$ cat src/hw/rtl/http_request_head_parser_top_defines.svh
// assertion macros for the http request head parser
`ifndef HTTP_REQUEST_HEAD_PARSER_TOP_DEFINES_SVH
`define HTTP_REQUEST_HEAD_PARSER_TOP_DEFINES_SVH

// same-cycle implication, checked outside reset
`define HRHP_ASSERT_NOW(label, clock, reset, ante, cons) \
  label: assert property (@(posedge clock) disable iff (reset) (ante) |-> (cons)) \
    else $error("assertion failed");

// next-cycle implication, checked outside reset
`define HRHP_ASSERT_NEXT(label, clock, reset, ante, cons) \
  label: assert property (@(posedge clock) disable iff (reset) (ante) |=> (cons)) \
    else $error("assertion failed");

`endif

$ cat src/hw/rtl/hrhp_pkg.sv
// types and constants of the http request head parser
package hrhp_pkg;

  typedef enum logic [4:0] {
    ST_READY    = 5'd0,
    ST_METHOD   = 5'd1,
    ST_SPACES   = 5'd2,
    ST_URI      = 5'd3,
    ST_ARGS     = 5'd4,
    ST_ARGVAL   = 5'd5,
    ST_PROT     = 5'd6,
    ST_P_H      = 5'd7,
    ST_P_HT     = 5'd8,
    ST_P_HTT    = 5'd9,
    ST_P_HTTP   = 5'd10,
    ST_MAJOR    = 5'd11,
    ST_MINOR    = 5'd12,
    ST_PFINAL   = 5'd13,
    ST_LAST     = 5'd14,
    ST_HFIRST   = 5'd15,
    ST_HREADY   = 5'd16,
    ST_HKEY     = 5'd17,
    ST_HVBEGIN  = 5'd18,
    ST_HVAL     = 5'd19,
    ST_HVSPACE  = 5'd20,
    ST_HVFINAL  = 5'd21,
    ST_BLOCKEND = 5'd22
  } state_t;

  typedef enum logic [1:0] {
    STAT_MORE    = 2'd0,
    STAT_DONE    = 2'd1,
    STAT_BAD     = 2'd2,
    STAT_NOT_ALW = 2'd3
  } status_t;

  typedef enum logic [1:0] {
    PK_NONE   = 2'd0,
    PK_QUERY  = 2'd1,
    PK_HEADER = 2'd2
  } pair_kind_t;

  typedef enum logic [1:0] {
    METH_NONE = 2'd0,
    METH_GET  = 2'd1,
    METH_HEAD = 2'd2,
    METH_POST = 2'd3
  } method_t;

  typedef enum logic [1:0] {
    VER_09 = 2'd0,
    VER_10 = 2'd1,
    VER_11 = 2'd2
  } version_t;

  localparam logic [7:0] CH_CR    = 8'h0D;
  localparam logic [7:0] CH_LF    = 8'h0A;
  localparam logic [7:0] CH_SP    = 8'h20;
  localparam logic [7:0] CH_G     = 8'h47;
  localparam logic [7:0] CH_H     = 8'h48;
  localparam logic [7:0] CH_P     = 8'h50;
  localparam logic [7:0] CH_T     = 8'h54;
  localparam logic [7:0] CH_QMARK = 8'h3F;
  localparam logic [7:0] CH_AMP   = 8'h26;
  localparam logic [7:0] CH_EQ    = 8'h3D;
  localparam logic [7:0] CH_COLON = 8'h3A;
  localparam logic [7:0] CH_SLASH = 8'h2F;
  localparam logic [7:0] CH_DOT   = 8'h2E;
  localparam logic [7:0] CH_0     = 8'h30;
  localparam logic [7:0] CH_1     = 8'h31;
  localparam logic [7:0] CH_9     = 8'h39;

  localparam int TDATA_BITS = 136;

endpackage

$ cat src/hw/rtl/http_request_head_parser_top.sv
// http request head parser: byte stream in, one parse result per byte out
// each result passes the input register and then the result register; one byte per
// clock while m_tready allows it; the byte decode and every offset update sit in one
// short combinational step between the input register and the result register
// reset (rst, synchronous, active high) empties both registers, returns the parser
// to awaiting a method and clears status, method, version and all offsets
`include "http_request_head_parser_top_defines.svh"

module http_request_head_parser_top #(
  parameter int OFFSET_BITS = 16
) (
  input  logic                            clk,
  input  logic                            rst,
  input  logic                            s_tvalid,
  output logic                            s_tready,
  input  logic [7:0]                      s_tdata,   // data_byte [7:0]
  output logic                            m_tvalid,
  input  logic                            m_tready,
  // status [1:0], key_start [17:2], key_len [33:18], val_start [49:34],
  // val_len [65:50], method_code [67:66], version_code [69:68], uri_start [85:70],
  // uri_len [101:86], args_len [117:102], byte_offset [133:118], zero [135:134]
  output logic [hrhp_pkg::TDATA_BITS-1:0] m_tdata,
  output logic [1:0]                      m_tuser    // pair_kind [1:0]
);

  localparam int OW = OFFSET_BITS;
  typedef logic [OW-1:0] off_t;
  typedef logic [OW:0]   pos_t;   // one spare bit flags an offset overrun

  // low 16 bits of an offset, zero extended when offsets are narrower
  function automatic logic [15:0] o16(input off_t v);
    logic [31:0] w;
    w = 32'(v);
    return w[15:0];
  endfunction

  // ---------------------------------------------------------------- input register
  logic       in_valid;
  logic [7:0] in_byte;
  logic       advance;   // the held byte is decoded and its result written this cycle

  assign advance  = in_valid && (!m_tvalid || m_tready);
  assign s_tready = !in_valid || advance;

  always_ff @(posedge clk) begin
    if (rst) begin
      in_valid <= 1'b0;
    end else if (s_tready) begin
      in_valid <= s_tvalid;
    end
    if (s_tready && s_tvalid) begin
      in_byte <= s_tdata;
    end
  end

  // ---------------------------------------------------------------- parser state
  hrhp_pkg::state_t   state;
  hrhp_pkg::status_t  sticky;
  hrhp_pkg::method_t  method_q;
  hrhp_pkg::version_t version_q;
  pos_t position;
  off_t key_begin, key_end, value_begin, value_end;
  off_t uri_begin, uri_length, query_length;

  hrhp_pkg::state_t   state_next, state_fin;
  hrhp_pkg::status_t  err_code, stat_eff, stat_res, sticky_next;
  hrhp_pkg::method_t  method_next;
  hrhp_pkg::version_t version_next;
  hrhp_pkg::pair_kind_t emit_kind;
  pos_t position_next;
  off_t key_begin_next, key_end_next, value_begin_next, value_end_next;
  off_t uri_begin_next, uri_length_next, query_length_next;
  off_t pl, args_start, vend;
  off_t pks, pkl, pvs, pvl;
  logic eol, done, skip, emit_q;

  assign pl         = position[OW-1:0];
  assign args_start = off_t'(uri_begin + uri_length + 1'b1);

  // byte decode: next state and next values of the offset registers
  always_comb begin
    state_next        = state;
    err_code          = hrhp_pkg::STAT_MORE;
    done              = 1'b0;
    skip              = 1'b0;
    emit_kind         = hrhp_pkg::PK_NONE;
    emit_q            = 1'b0;
    method_next       = method_q;
    version_next      = version_q;
    key_begin_next    = key_begin;
    key_end_next      = key_end;
    value_begin_next  = value_begin;
    value_end_next    = value_end;
    uri_begin_next    = uri_begin;
    uri_length_next   = uri_length;
    query_length_next = query_length;
    eol = (in_byte == hrhp_pkg::CH_CR) || (in_byte == hrhp_pkg::CH_LF);

    if (sticky == hrhp_pkg::STAT_MORE && state == hrhp_pkg::ST_READY && eol) begin
      // blank lines ahead of a request are dropped
      skip = 1'b1;
    end else if (sticky == hrhp_pkg::STAT_MORE && position[OW]) begin
      err_code = hrhp_pkg::STAT_BAD;
    end else if (sticky == hrhp_pkg::STAT_MORE) begin
      unique case (state)
        hrhp_pkg::ST_READY: begin
          if (in_byte == hrhp_pkg::CH_G || in_byte == hrhp_pkg::CH_H ||
              in_byte == hrhp_pkg::CH_P) begin
            method_next = (in_byte == hrhp_pkg::CH_G) ? hrhp_pkg::METH_GET :
                          (in_byte == hrhp_pkg::CH_H) ? hrhp_pkg::METH_HEAD :
                                                        hrhp_pkg::METH_POST;
            version_next      = hrhp_pkg::VER_09;
            uri_begin_next    = '0;
            uri_length_next   = '0;
            query_length_next = '0;
            state_next        = hrhp_pkg::ST_METHOD;
          end else begin
            err_code = hrhp_pkg::STAT_BAD;
          end
        end
        hrhp_pkg::ST_METHOD: begin
          if (in_byte == hrhp_pkg::CH_SP) state_next = hrhp_pkg::ST_SPACES;
        end
        hrhp_pkg::ST_SPACES: begin
          if (in_byte == hrhp_pkg::CH_SLASH) begin
            uri_begin_next = pl;
            state_next     = hrhp_pkg::ST_URI;
          end else if (in_byte != hrhp_pkg::CH_SP) begin
            err_code = hrhp_pkg::STAT_BAD;
          end
        end
        hrhp_pkg::ST_URI, hrhp_pkg::ST_ARGS, hrhp_pkg::ST_ARGVAL: begin
          if (in_byte == hrhp_pkg::CH_SP || eol ||
              (state == hrhp_pkg::ST_URI && in_byte == hrhp_pkg::CH_QMARK)) begin
            if (state == hrhp_pkg::ST_URI) begin
              uri_length_next = off_t'(pl - uri_begin);
            end else begin
              if (state == hrhp_pkg::ST_ARGVAL) begin
                emit_kind = hrhp_pkg::PK_QUERY;
                emit_q    = 1'b1;
              end
              query_length_next = off_t'(pl - args_start);
            end
            if (in_byte == hrhp_pkg::CH_QMARK) begin
              key_begin_next = off_t'(pl + 1'b1);
              state_next     = hrhp_pkg::ST_ARGS;
            end else if (in_byte == hrhp_pkg::CH_SP) begin
              state_next = hrhp_pkg::ST_PROT;
            end else begin
              version_next = hrhp_pkg::VER_09;
              state_next   = (in_byte == hrhp_pkg::CH_CR) ? hrhp_pkg::ST_LAST :
                                                            hrhp_pkg::ST_HFIRST;
            end
          end else if (state != hrhp_pkg::ST_URI && in_byte == hrhp_pkg::CH_AMP) begin
            if (state == hrhp_pkg::ST_ARGVAL) begin
              emit_kind = hrhp_pkg::PK_QUERY;
              emit_q    = 1'b1;
            end
            key_begin_next = off_t'(pl + 1'b1);
            state_next     = hrhp_pkg::ST_ARGS;
          end else if (state == hrhp_pkg::ST_ARGS && in_byte == hrhp_pkg::CH_EQ) begin
            key_end_next     = pl;
            value_begin_next = off_t'(pl + 1'b1);
            state_next       = hrhp_pkg::ST_ARGVAL;
          end
        end
        hrhp_pkg::ST_PROT: begin
          if (in_byte == hrhp_pkg::CH_SP) begin
            state_next = state;
          end else if (eol) begin
            version_next = hrhp_pkg::VER_09;
            state_next   = (in_byte == hrhp_pkg::CH_CR) ? hrhp_pkg::ST_LAST :
                                                          hrhp_pkg::ST_HFIRST;
          end else if (in_byte == hrhp_pkg::CH_H) begin
            state_next = hrhp_pkg::ST_P_H;
          end else begin
            err_code = hrhp_pkg::STAT_BAD;
          end
        end
        hrhp_pkg::ST_P_H: begin
          if (in_byte == hrhp_pkg::CH_T) state_next = hrhp_pkg::ST_P_HT;
          else err_code = hrhp_pkg::STAT_BAD;
        end
        hrhp_pkg::ST_P_HT: begin
          if (in_byte == hrhp_pkg::CH_T) state_next = hrhp_pkg::ST_P_HTT;
          else err_code = hrhp_pkg::STAT_BAD;
        end
        hrhp_pkg::ST_P_HTT: begin
          if (in_byte == hrhp_pkg::CH_P) state_next = hrhp_pkg::ST_P_HTTP;
          else err_code = hrhp_pkg::STAT_BAD;
        end
        hrhp_pkg::ST_P_HTTP: begin
          if (in_byte == hrhp_pkg::CH_SLASH) state_next = hrhp_pkg::ST_MAJOR;
          else err_code = hrhp_pkg::STAT_BAD;
        end
        hrhp_pkg::ST_MAJOR: begin
          if (in_byte == hrhp_pkg::CH_DOT) state_next = hrhp_pkg::ST_MINOR;
          else if (in_byte == hrhp_pkg::CH_0) version_next = hrhp_pkg::VER_09;
          else if (in_byte == hrhp_pkg::CH_1) version_next = hrhp_pkg::VER_10;
          else err_code = hrhp_pkg::STAT_BAD;
        end
        hrhp_pkg::ST_MINOR, hrhp_pkg::ST_PFINAL: begin
          if (in_byte == hrhp_pkg::CH_SP) state_next = hrhp_pkg::ST_PFINAL;
          else if (in_byte == hrhp_pkg::CH_CR) state_next = hrhp_pkg::ST_LAST;
          else if (in_byte == hrhp_pkg::CH_LF) state_next = hrhp_pkg::ST_HFIRST;
          else if (state == hrhp_pkg::ST_MINOR && in_byte == hrhp_pkg::CH_0)
            version_next = hrhp_pkg::VER_10;
          else if (state == hrhp_pkg::ST_MINOR && in_byte == hrhp_pkg::CH_1)
            version_next = hrhp_pkg::VER_11;
          else if (state == hrhp_pkg::ST_MINOR && in_byte == hrhp_pkg::CH_9)
            version_next = hrhp_pkg::VER_09;
          else err_code = hrhp_pkg::STAT_BAD;
        end
        hrhp_pkg::ST_LAST: begin
          if (in_byte == hrhp_pkg::CH_LF) state_next = hrhp_pkg::ST_HFIRST;
          else err_code = hrhp_pkg::STAT_BAD;
        end
        hrhp_pkg::ST_HFIRST, hrhp_pkg::ST_HREADY: begin
          // version 0.9 only allows get
          if (state == hrhp_pkg::ST_HFIRST && version_q == hrhp_pkg::VER_09 &&
              method_q != hrhp_pkg::METH_GET) begin
            err_code = hrhp_pkg::STAT_NOT_ALW;
          end else if (in_byte == hrhp_pkg::CH_CR) begin
            state_next = hrhp_pkg::ST_BLOCKEND;
          end else if (in_byte == hrhp_pkg::CH_LF) begin
            done = 1'b1;
          end else begin
            key_begin_next = pl;
            state_next     = hrhp_pkg::ST_HKEY;
          end
        end
        hrhp_pkg::ST_HKEY: begin
          if (in_byte == hrhp_pkg::CH_COLON) begin
            key_end_next = pl;
            state_next   = hrhp_pkg::ST_HVBEGIN;
          end else if (eol) begin
            key_end_next     = pl;
            value_begin_next = pl;
            value_end_next   = pl;
            if (in_byte == hrhp_pkg::CH_CR) begin
              state_next = hrhp_pkg::ST_HVFINAL;
            end else begin
              emit_kind  = hrhp_pkg::PK_HEADER;
              state_next = hrhp_pkg::ST_HREADY;
            end
          end
        end
        hrhp_pkg::ST_HVBEGIN: begin
          if (in_byte == hrhp_pkg::CH_SP) begin
            state_next = state;
          end else if (eol) begin
            value_begin_next = pl;
            value_end_next   = pl;
            if (in_byte == hrhp_pkg::CH_CR) begin
              state_next = hrhp_pkg::ST_HVFINAL;
            end else begin
              emit_kind  = hrhp_pkg::PK_HEADER;
              state_next = hrhp_pkg::ST_HREADY;
            end
          end else begin
            value_begin_next = pl;
            state_next       = hrhp_pkg::ST_HVAL;
          end
        end
        hrhp_pkg::ST_HVAL: begin
          if (in_byte == hrhp_pkg::CH_SP) begin
            value_end_next = pl;
            state_next     = hrhp_pkg::ST_HVSPACE;
          end else if (eol) begin
            value_end_next = pl;
            if (in_byte == hrhp_pkg::CH_CR) begin
              state_next = hrhp_pkg::ST_HVFINAL;
            end else begin
              emit_kind  = hrhp_pkg::PK_HEADER;
              state_next = hrhp_pkg::ST_HREADY;
            end
          end
        end
        hrhp_pkg::ST_HVSPACE: begin
          // a trailing blank run keeps the value end where it started
          if (in_byte == hrhp_pkg::CH_SP) begin
            state_next = state;
          end else if (in_byte == hrhp_pkg::CH_CR) begin
            state_next = hrhp_pkg::ST_HVFINAL;
          end else if (in_byte == hrhp_pkg::CH_LF) begin
            emit_kind  = hrhp_pkg::PK_HEADER;
            state_next = hrhp_pkg::ST_HREADY;
          end else begin
            state_next = hrhp_pkg::ST_HVAL;
          end
        end
        hrhp_pkg::ST_HVFINAL: begin
          if (in_byte == hrhp_pkg::CH_LF) begin
            emit_kind  = hrhp_pkg::PK_HEADER;
            state_next = hrhp_pkg::ST_HREADY;
          end else if (in_byte != hrhp_pkg::CH_CR) begin
            err_code = hrhp_pkg::STAT_BAD;
          end
        end
        hrhp_pkg::ST_BLOCKEND: begin
          if (in_byte == hrhp_pkg::CH_LF) done = 1'b1;
          else err_code = hrhp_pkg::STAT_BAD;
        end
        default: begin
          err_code = hrhp_pkg::STAT_BAD;
        end
      endcase
    end
  end

  // result of the byte: status, finished pair and position bookkeeping
  always_comb begin
    stat_eff      = (sticky != hrhp_pkg::STAT_MORE) ? sticky : err_code;
    sticky_next   = stat_eff;
    position_next = position;
    state_fin     = state_next;
    vend          = emit_q ? pl : value_end_next;
    pks           = '0;
    pkl           = '0;
    pvs           = '0;
    pvl           = '0;
    if (stat_eff != hrhp_pkg::STAT_MORE) begin
      // errors are sticky, no pair is reported
      stat_res = stat_eff;
    end else if (done) begin
      stat_res      = hrhp_pkg::STAT_DONE;
      state_fin     = hrhp_pkg::ST_READY;
      position_next = '0;
    end else begin
      stat_res = hrhp_pkg::STAT_MORE;
      if (!skip) position_next = pos_t'(position + 1'b1);
      if (emit_kind != hrhp_pkg::PK_NONE) begin
        pks = key_begin;
        pkl = off_t'(key_end_next - key_begin);
        pvs = value_begin_next;
        pvl = off_t'(vend - value_begin_next);
      end
    end
  end

  always_ff @(posedge clk) begin
    if (rst) begin
      state        <= hrhp_pkg::ST_READY;
      sticky       <= hrhp_pkg::STAT_MORE;
      method_q     <= hrhp_pkg::METH_NONE;
      version_q    <= hrhp_pkg::VER_09;
      position     <= '0;
      key_begin    <= '0;
      key_end      <= '0;
      value_begin  <= '0;
      value_end    <= '0;
      uri_begin    <= '0;
      uri_length   <= '0;
      query_length <= '0;
    end else if (advance) begin
      if (sticky_next == hrhp_pkg::STAT_MORE) state <= state_fin;
      sticky       <= sticky_next;
      method_q     <= method_next;
      version_q    <= version_next;
      position     <= position_next;
      key_begin    <= key_begin_next;
      key_end      <= key_end_next;
      value_begin  <= value_begin_next;
      value_end    <= value_end_next;
      uri_begin    <= uri_begin_next;
      uri_length   <= uri_length_next;
      query_length <= query_length_next;
    end
  end

  // ---------------------------------------------------------------- result register
  always_ff @(posedge clk) begin
    if (rst) begin
      m_tvalid <= 1'b0;
    end else if (advance) begin
      m_tvalid <= 1'b1;
    end else if (m_tready) begin
      m_tvalid <= 1'b0;
    end
    if (advance) begin
      m_tuser <= (stat_eff != hrhp_pkg::STAT_MORE || done) ? hrhp_pkg::PK_NONE : emit_kind;
      m_tdata <= {2'b00,
                  skip ? 16'd0 : o16(pl),
                  o16(query_length_next),
                  o16(uri_length_next),
                  o16(uri_begin_next),
                  version_next,
                  method_next,
                  o16(pvl),
                  o16(pvs),
                  o16(pkl),
                  o16(pks),
                  stat_res};
    end
  end

  // ---------------------------------------------------------------- assertions
  // once an error is latched it never changes until reset
  `HRHP_ASSERT_NEXT(a_sticky_holds, clk, rst, sticky != hrhp_pkg::STAT_MORE, $stable(sticky))
  // a finished request restarts the offsets
  `HRHP_ASSERT_NEXT(a_done_restarts, clk, rst, advance && stat_res == hrhp_pkg::STAT_DONE, position == '0)
  // a pair is only reported on a byte that parsed cleanly
  `HRHP_ASSERT_NOW(a_pair_clean, clk, rst, m_tvalid && m_tuser != hrhp_pkg::PK_NONE, m_tdata[1:0] == hrhp_pkg::STAT_MORE)

endmodule

$ cat config.mk
export PLATFORM = sky130hd
export DESIGN_NAME = http_request_head_parser_top
export DESIGN_NICKNAME = d
export VERILOG_FILES = /design/src/hw/rtl/hrhp_pkg.sv /design/src/hw/rtl/http_request_head_parser_top.sv
export VERILOG_INCLUDE_DIRS = /design/src /design/src/hw/rtl
export SDC_FILE = /design/constraint.sdc
export NUM_CORES = 1
export LEC_CHECK = 0
export BUFFER_PORTS_ARGS = -buffer_cell sky130_fd_sc_hd__buf_2
export CAP_MARGIN = 5
export CORE_MARGIN = 5
export CORE_UTILIZATION = 57
export DETAILED_ROUTE_END_ITERATION = 16
export PLACE_DENSITY = 0.87
export SLEW_MARGIN = 20
export SYNTH_ARGS = -nofsm -noshare
export SYNTH_HDL_FRONTEND = slang
export SYNTH_SLANG_ARGS = --single-unit
$ cat constraint.sdc
create_clock -name clk -period 8.65 [get_ports clk]
set_clock_uncertainty 0.15 [all_clocks]
set_input_delay 0.865 -clock clk [delete_from_list [all_inputs] [get_ports clk]]
set_output_delay 0.865 -clock clk [all_outputs]
set_load 0.1 [all_outputs]
# Yosys cells after proc, flatten, opt, wreduce, memory -nomap -nowiden
# Cells that the tools add are included.
[classes]
n_reduce_logical = 43
n_eq_ne = 48
n_mux = 184
n_bitwise = 4
n_addsub = 8
[ops]
columns = ["operator", "count"]
rows = [
  ["$mux 16", 48],
  ["$pmux 16 s2", 5],
  ["$mux 5", 31],
  ["$mux 2", 64],
  ["$pmux 16 s3", 2],
  ["$pmux 5 s18", 1],
  ["$eq 8x6->1 const B", 10],
  ["$sub 16x16->16", 4],
  ["$eq 5x4->1 const B", 8],
  ["$eq 5x5->1 const B", 7],
  ["$mux 17", 2],
  ["$add 16x1->16 const B", 2],
  ["$eq 8x7->1 const B", 4],
  ["$pmux 2 s12", 1],
  ["$mux 1", 22],
  ["$eq 5x3->1 const B", 4],
  ["$pmux 2 s5", 2],
  ["$add 17x1->17 const B", 1],
  ["$add 16x16->16", 1],
  ["$eq 8x4->1 const B", 2],
  ["$logic_and 1x1->1", 13],
  ["$eq 5x2->1 const B", 2],
  ["$reduce_and 10->1", 1],
  ["$reduce_bool 2->1", 5],
  ["20 further kinds", 45],
]
[totals]
in_bits = 12
out_inout_bits = 140
register_bits = 286

# Longest topological paths before layout
# Gate-level depths: netlist of run 1.
[logic_depth]
depth_word = 16
mapped_depth = 22

# Worst setup path after synthesis of run 1
# No wires, ideal clock.
[synth_path]
kind = "register to register"
startpoint = "register m_tvalid"
endpoint = "register m_tdata[0] (netlist bit) (enable)"
path_slack_ns = 2.659
required_time_ns = 7.947
stages_incl_launch_ff = 6
synth_period_minus_slack_ns = 5.991
n_path_buf = 2
setup_ns = 0.553
t_arrival_ns = 5.288
path_cell_list = "dfxtp_1 > nor2b_1 > nand2b_1 > clkbuf_1 > inv_2 > clkbuf_1"
[synth_via]
elab_chain_len = 3
[synth_lines]
columns = ["item", "line", "source"]
rows = [
  ["start: declaration", "http_request_head_parser_top.sv:17", "output logic m_tvalid,"],
  ["start signal: assignment", "http_request_head_parser_top.sv:374", "m_tvalid <= 1'b0;"],
  ["start signal: assignment", "http_request_head_parser_top.sv:376", "m_tvalid <= 1'b1;"],
  ["start signal: assignment", "http_request_head_parser_top.sv:378", "m_tvalid <= 1'b0;"],
  ["$logic_not 1->1", "http_request_head_parser_top.sv:42", "assign advance = in_valid && (!m_tvalid || m_tready);"],
  ["$logic_or 1x1->1", "http_request_head_parser_top.sv:42", ""],
  ["$logic_and 1x1->1", "http_request_head_parser_top.sv:42", ""],
  ["named net advance", "http_request_head_parser_top.sv:40", "logic advance;"],
  ["end signal: assignment", "http_request_head_parser_top.sv:382", "m_tdata <= {2'b00,"],
  ["end: declaration", "http_request_head_parser_top.sv:22", "output logic [hrhp_pkg::TDATA_BITS-1:0] m_tdata,"],
]
# The timed path passes the listed nets, and every way through them passes these cells.
# A chain may end at the register's enable or synchronous reset.

# Worst setup path after layout of run 1
[layout_path]
startpoint = "register in_byte[6]"
endpoint = "register m_tdata[64] (netlist bit) (data pin)"
[layout_via]
elab_chain_len = 15
elab_cells_between_ends = 106
[layout_lines]
columns = ["item", "line", "source"]
rows = [
  ["start: declaration", "http_request_head_parser_top.sv:39", "logic [7:0] in_byte;"],
  ["start signal: assignment", "http_request_head_parser_top.sv:52", "in_byte <= s_tdata;"],
  ["$eq 8x6->1", "http_request_head_parser_top.sv:210", "else if (state == hrhp_pkg::ST_MINOR && in_byte == hrhp_pkg::CH_9)"],
  ["$logic_and 1x1->1", "http_request_head_parser_top.sv:210", ""],
  ["$mux 2", "http_request_head_parser_top.sv:210", ""],
  ["$mux 2", "http_request_head_parser_top.sv:208", "else if (state == hrhp_pkg::ST_MINOR && in_byte == hrhp_pkg::CH_1)"],
  ["$mux 2", "http_request_head_parser_top.sv:206", "else if (state == hrhp_pkg::ST_MINOR && in_byte == hrhp_pkg::CH_0)"],
  ["$mux 2", "http_request_head_parser_top.sv:205", "else if (in_byte == hrhp_pkg::CH_LF) state_next = hrhp_pkg::ST_HFIRST;"],
  ["$mux 2", "http_request_head_parser_top.sv:204", "else if (in_byte == hrhp_pkg::CH_CR) state_next = hrhp_pkg::ST_LAST;"],
  ["$mux 2", "http_request_head_parser_top.sv:203", "if (in_byte == hrhp_pkg::CH_SP) state_next = hrhp_pkg::ST_PFINAL;"],
  ["$pmux 2 s12", "http_request_head_parser_top.sv:105", "unique case (state)"],
  ["$mux 2", "http_request_head_parser_top.sv:104", "end else if (sticky == hrhp_pkg::STAT_MORE) begin"],
  ["$mux 2", "http_request_head_parser_top.sv:102", "end else if (sticky == hrhp_pkg::STAT_MORE && position[OW]) begin"],
  ["$mux 2", "http_request_head_parser_top.sv:99", "if (sticky == hrhp_pkg::STAT_MORE && state == hrhp_pkg::ST_READY && eol) begin"],
  ["$mux 2", "http_request_head_parser_top.sv:313", "stat_eff = (sticky != hrhp_pkg::STAT_MORE) ? sticky : err_code;"],
  ["$reduce_bool 2->1", "http_request_head_parser_top.sv:322", "if (stat_eff != hrhp_pkg::STAT_MORE) begin"],
  ["$reduce_or 3->1 (no source line)", "--", ""],
]
# Parallel ways exist; a longest one is shown, timed or not.

==> impl_metrics.json, run 1 <==
{
  "vias_per_cell": 6.37,
  "hpwlAfterDp_um": 35600,
  "fin_hold_ws_ns": 0.304,
  "cts_buffers": 31,
  "start_kind": "flop",
  "min_from": "key_end[9]",
  "fillers": 2330,
  "max-vdd-ir-drop_mv": 0.180,
  "drv_cap": 0,
  "critPathLaunch": "in_byte[6]",
  "clkLatencyLatePin_ns": 0.59,
  "clockRootBuffer": "clkbuf_16",
  "drive_gt1_share_pct": 14.5,
  "fin_setup_tns_ns": 0,
  "syn_avg_cell_area_um2": 8.88,
  "worst_pin_slew_ns": 1.08,
  "post_cts_resized": 0,
  "hold_path.class": "flop to flop",
  "boundaryPins": 152,
  "n_antenna_cell": 0,
  "grt_pass1_vias": 14622,
  "relSlewSlack_pct": 27.5,
  "die-width_um": 182,
  "core-area_um2": 29400,
  "synthFlopType": "edfxtp_1",
  "wl_per_cell_um": 21.1,
  "hold_violations": 0,
  "ys.warnings.count": 0,
  "first_pass_iters": 6,
  "clk_transition_reported_paths_ns": 0.06,
  "synthCells": 1899,
  "hold_buffers": 0,
  "postCtsSetupRepairBufs": 0,
  "layout.nets": 2080,
  "fin_crit_ns": 6.52,
  "drc": 0,
  "ant_nets": 0,
  "timing.final.crit_share_pct": 75.4,
  "io_buffers": 149,
  "die_y_um": 182,
  "reg2reg_depth": 17,
  "worstSetupPathType": "flop to flop",
  "clock_sink_count": 286,
  "grt_overflow": 0,
  "drtIter0Drc": 1919,
  "placementRows": 63,
  "async_flop_share_pct": 0,
  "rsz0062_at_grt": "false",
  "status": "completed",
  "clockBufferDepth": 3,
  "start_util_pct": 57.3,
  "grt_pass1_wl_um": 79800,
  "htree_levels": 1,
  "ys_seq_area_share_pct": 42.5,
  "crit_required_ns": 8.81,
  "p_per_area_nw_per_um2": 179,
  "slew_violations": 0,
  "grt_usage_pct": 29.5,
  "cts_tree": "yes",
  "setup_viol": 0,
  "antenna_found_initial": 0,
  "drt-total-wl_um": 50600,
  "cp-end-kind": "flop",
  "place_congestion": 0.979,
  "synth_edf_count": 144,
  "area_growth_syn_to_layout_pct": 12.3,
  "timing.rr.start": "in_byte[6]",
  "crit_fanout": 15,
  "synth_cell_types": 90,
  "mappedNetlistArea_um2": 16900,
  "ys_ff_latch": 286,
  "power.static_leakage_uw": 0.00675,
  "grt_start_max_net_pins": 123,
  "hold_depth": 2,
  "timing.fmax_mhz": 153,
  "dieArea_um2": 33100,
  "via_count": 15303,
  "crit_arrival_ns": 6.68
}
## power by group
part	internal [uW]	switching, uW
Clock	838	576
Sequential	1470	22.5
Combinational	102	385
## metrics by stage
stage          cells  utilization [%]  power (uW)  worst slack, ns  cell area, um2
2_1_floorplan   1900                -        1920             2.66           16900
3_3_place_gp    2344             60.6        1990             2.62           17800
3_5_place_dp    2344             60.6        2000             2.38           17800
4_1_cts         2402             64.3        3400             2.33           18900
5_1_grt         2402             64.4        3490             1.63           18900
6_report        2402             64.4        3390             2.13           18900
## worst max-delay path, stage by stage, from the launching register on
cell and delay, ns:
edfxtp_1 0.50, nor4b_1 0.85, nand2_1 0.59, nand2_1 0.49, nor2_1 0.15, or3_1 0.59
o21a_1 0.27, mux2_2 0.29, ha_1 0.31, nor2b_1 0.17, o21ai_0 0.21, a21boi_0 0.17
o41ai_1 0.32, o21ai_0 0.19, o41ai_1 0.44, o21ai_0 0.21, xor2_1 0.17, nor2b_1 0.14
## routing by layer
layer | global-route usage, % | vias up | wire, um
li1 | - | 7020 | -
met4 | 12.4 | 0 | 2370
met2 | 48.1 | 864 | 23500
met1 | 39.6 | 7240 | 20000
met5 | 0 | - | 0
met3 | 4.01 | 179 | 4690
## sequential cells by signal, indices dropped and copies added, names as in the netlist
| register | count |
|---|---|
| m_tdata | 134 |
| position | 17 |
| key_begin | 16 |
| key_end | 16 |
| query_length | 16 |
| uri_begin | 16 |
| uri_length | 16 |
| value_begin | 16 |
| value_end | 16 |
| in_byte | 8 |
| state | 5 |
| m_tuser | 2 |
| method_q | 2 |
| sticky | 2 |
| version_q | 2 |
| in_valid | 1 |
| m_tvalid | 1 |
## cell families (layout without fill, tap and decap cells)
family                     after synthesis  in the layout  synth area share, %
AOI/OAI and AO/OA                      532            532                 20.4
xor gates and xnor gates                77             77                 4.00
DFF                                    286            286                 42.5
other                                    1              2               0.0222
and+or+nand+nor                        686            686                 19.2
buffers and inverters                  201            313                 4.76
muxes                                   35             35                 2.28
adders and majority gates               81             81                 6.81
## final timing paths
check                      to  slack (ns)
setup reg to reg  m_tdata[64]        2.13
hold / removal     key_end[9]        0.30
hold reg to reg    key_end[9]        0.30
setup / recovery  m_tdata[64]        2.13
## cells in the final DEF, fill, tap and decap left out, types with 52 or more instances in the layout
cell / instances
buf_2: 148
nand2_1: 221
ha_1: 63
o21ai_0: 82
dfxtp_1: 142
a211oi_1: 52
a21oi_1: 186
inv_1: 77
edfxtp_1: 144
nor2_1: 215
## cell type report
class	instances	area, um2	area share, %
Timing Repair Buffer	176	951	5.02
Clock buffer	36	826	4.36
Multi-Input combinational cell	1413	8920	47.1
Inverter	79	304	1.61
Clock inverter	22	270	1.43
Sequential cell	286	7170	37.9
Tap cell	390	488	2.58
## cell usage after synthesis, types with 32 or more instances
master | number | share of area (%)
nor3_1 | 45 | 1.3
nand2_1 | 221 | 4.9
xor2_1 | 32 | 1.7
nor2_1 | 216 | 4.8
a211oi_1 | 52 | 2.3
dfxtp_1 | 142 | 17
clkbuf_1 | 85 | 1.9
inv_1 | 77 | 1.7
a22o_1 | 41 | 2.1
edfxtp_1 | 144 | 26
xnor2_1 | 45 | 2.3
nand3_1 | 44 | 1.3
a21oi_1 | 187 | 5.6
o21ai_0 | 82 | 2.4
ha_1 | 63 | 4.7
No activity file was read; power rests on OpenSTA's default activity.
==> inputs of run 2 (changes only) <==
==> constraint.sdc (replaced) <==
create_clock -name clk -period 6.2 [get_ports clk]
set_clock_uncertainty 0.15 [all_clocks]
set_input_delay 0.62 -clock clk [delete_from_list [all_inputs] [get_ports clk]]
set_output_delay 0.62 -clock clk [all_outputs]
set_load 0.1 [all_outputs]
==> run 2 against run 1 <==
Compared with the run above: combinational power grew 41%; non-clock buffer count grew 30; register-to-register slack lost 1.7 ns; final area grew 0.91%; critical path depth is the same; critical path type unchanged.
==> impl_metrics.json, run 2 (same netlist as run 1, synthesis figures left out) <==
{
  "cp-end-kind": "flop",
  "worst_pin_slew_ns": 1.18,
  "fin_ws_ns": 0.453,
  "clkLatencyLatePin_ns": 0.58,
  "worstSetupPathType": "flop to flop",
  "drt-total-wl_um": 52100,
  "reg2reg_slack_ns": 0.45,
  "postCtsSetupRepairBufs": 0,
  "whs_endpoint": "in_byte[2]",
  "drtIter0Drc": 1722,
  "largest_reg_flops": 134,
  "cts_tree": "yes",
  "regMostFlops": "m_tdata",
  "ant_nets": 0,
  "core-area_um2": 29400,
  "crit_arrival_ns": 5.92,
  "placementRows": 63,
  "timing.rr.start": "in_byte[2]",
  "timing.fmax_mhz": 174,
  "grt_pass1_vias": 15248,
  "slew_violations": 0,
  "first_pass_iters": 6,
  "hold_path.class": "input pin to flop",
  "cp_slowest_stage_delay_ns": 0.64,
  "grt_usage_pct": 30.3,
  "fin_setup_tns_ns": 0,
  "clockBufferDepth": 3,
  "clock_sink_count": 286,
  "worst_r2r_endpoint": "m_tdata[65]",
  "area_growth_syn_to_layout_pct": 13.3,
  "reg2reg_depth": 17,
  "io_buffers": 149,
  "min_from": "s_tdata[2]",
  "grt_start_max_net_pins": 141,
  "start_util_pct": 57.3,
  "grt_pass1_wl_um": 82000,
  "crit_fanout": 20,
  "timing.final.crit_share_pct": 92.7,
  "p_per_area_nw_per_um2": 243,
  "top_regs": "m_tdata (134), position (17)",
  "layout.nets": 2109,
  "hold_violations": 0,
  "cp_cell_sequence": "and3b_1 -> o211ai_2 -> nor2_1 -> a21o_1 -> nor2b_1 -> buf_4 -> a222oi_1 -> ha_1 -> a2111oi_0 -> nor4_1 -> o21ai_0 -> a311oi_1 -> a31oi_1 -> o21ai_0 -> xnor2_1 -> xor2_1 -> a22o_1",
  "start_kind": "flop",
  "critPathSlowestCell": "edfxtp_1",
  "dieArea_um2": 33100,
  "clockRootBuffer": "clkbuf_16",
  "drv_cap": 0,
  "power.static_leakage_uw": 0.00687,
  "boundaryPins": 152,
  "rsz0062_at_grt": "false",
  "dp_slack_ns": 0.581,
  "via_count": 15525,
  "setup_viol": 0,
  "n_antenna_cell": 0,
  "die-width_um": 182,
  "cts_buffers": 30,
  "drive_gt1_share_pct": 15.5,
  "clk_transition_reported_paths_ns": 0.06,
  "hold_buffers": 0,
  "cpMostUsedCell": "o21ai_0",
  "crit_required_ns": 6.38,
  "post_cts_resized": 0,
  "drc": 0,
  "hpwlAfterDp_um": 37000,
  "wl_per_cell_um": 21.5,
  "hold_depth": 1,
  "placedInstanceArea_um2": 18100,
  "fin_crit_ns": 5.75,
  "antenna_found_initial": 1,
  "grt_overflow": 0,
  "design_area_um2": 19100,
  "vias_per_cell": 6.39,
  "die_y_um": 182,
  "final_cell_mix": "221 x nand2_1, 215 x nor2_1, 187 x a21oi_1, 148 x buf_2, 144 x edfxtp_1",
  "relSlewSlack_pct": 21.4,
  "max-vdd-ir-drop_mv": 0.234,
  "place_congestion": 1.00,
  "status": "completed",
  "htree_levels": 1,
  "final_common_cell": "nand2_1"
}
[run 2: cell count changes in the layout (fill, tap and decap cells not counted), sizes merged]
| cell | before | now |
|---|---|---|
| clkinv | 10 | 11 |
| inv | 81 | 79 |
| buf | 176 | 206 |
| clkbuf | 36 | 33 |
[run 2: how the worst max path moves through the flow]
stage	startpoint	endpoint	slack [ns]	cells after the start
5_1_grt	in_byte[2]	m_tdata[64]	0.18	17
2_1_floorplan	m_tvalid	m_tdata[0]	0.21	5
3_3_place_gp	in_byte[2]	m_tdata[65]	0.83	16
4_1_cts	in_byte[2]	m_tdata[65]	0.58	17
6_report	in_byte[2]	m_tdata[65]	0.45	17
3_5_place_dp	in_byte[2]	m_tdata[65]	0.58	17
[run 2: power by group]
group | internal, uW | switching [uW] | leakage, uW
sequential | 2050 | 31.8 | 0.00246
combinational | 145 | 540 | 0.00392
clock | 1100 | 778 | 0.000489
[run 2: through the flow]
step	std cells	total power, uW	hold WS [ns]	utilization (%)
2_1_floorplan	1900	2680	0.270	-
3_3_place_gp	2374	2780	0.279	61.4
3_5_place_dp	2374	2790	0.294	61.4
6_report	2428	4640	0.0789	65.0
4_1_cts	2428	4650	0.0616	65.0
5_1_grt	2428	4780	0.0685	65.0
[run 2: per-layer routing]
| metal | track usage (%) | part of all wire, % |
|---|---|---|
| met5 | 0 | 0.065 |
| met4 | 12.4 | 4.3 |
| met3 | 5.93 | 9.0 |
| met2 | 50.1 | 47 |
| met1 | 39.1 | 40 |
[run 2: worst max-delay path, delay by kind of cell (launching register included)]
family | cells | cell delay (ns)
buffers and inverters | 1 | 0.18
xor gates and xnor gates | 2 | 0.37
and+or+nand+nor | 4 | 0.74
AOI/OAI and AO/OA | 9 | 3.01
DFF | 1 | 0.64
adders and majority gates | 1 | 0.40
[run 2: final cells by class]
class / instances / area (um2)
clock buffer: 33 / 762
clock inverter: 21 / 272
fill: 2355 / 10300
inverter: 79 / 304
multi-input combinational: 1413 / 8920
sequential: 286 / 7170
tap: 390 / 488
timing repair buffer: 206 / 1190
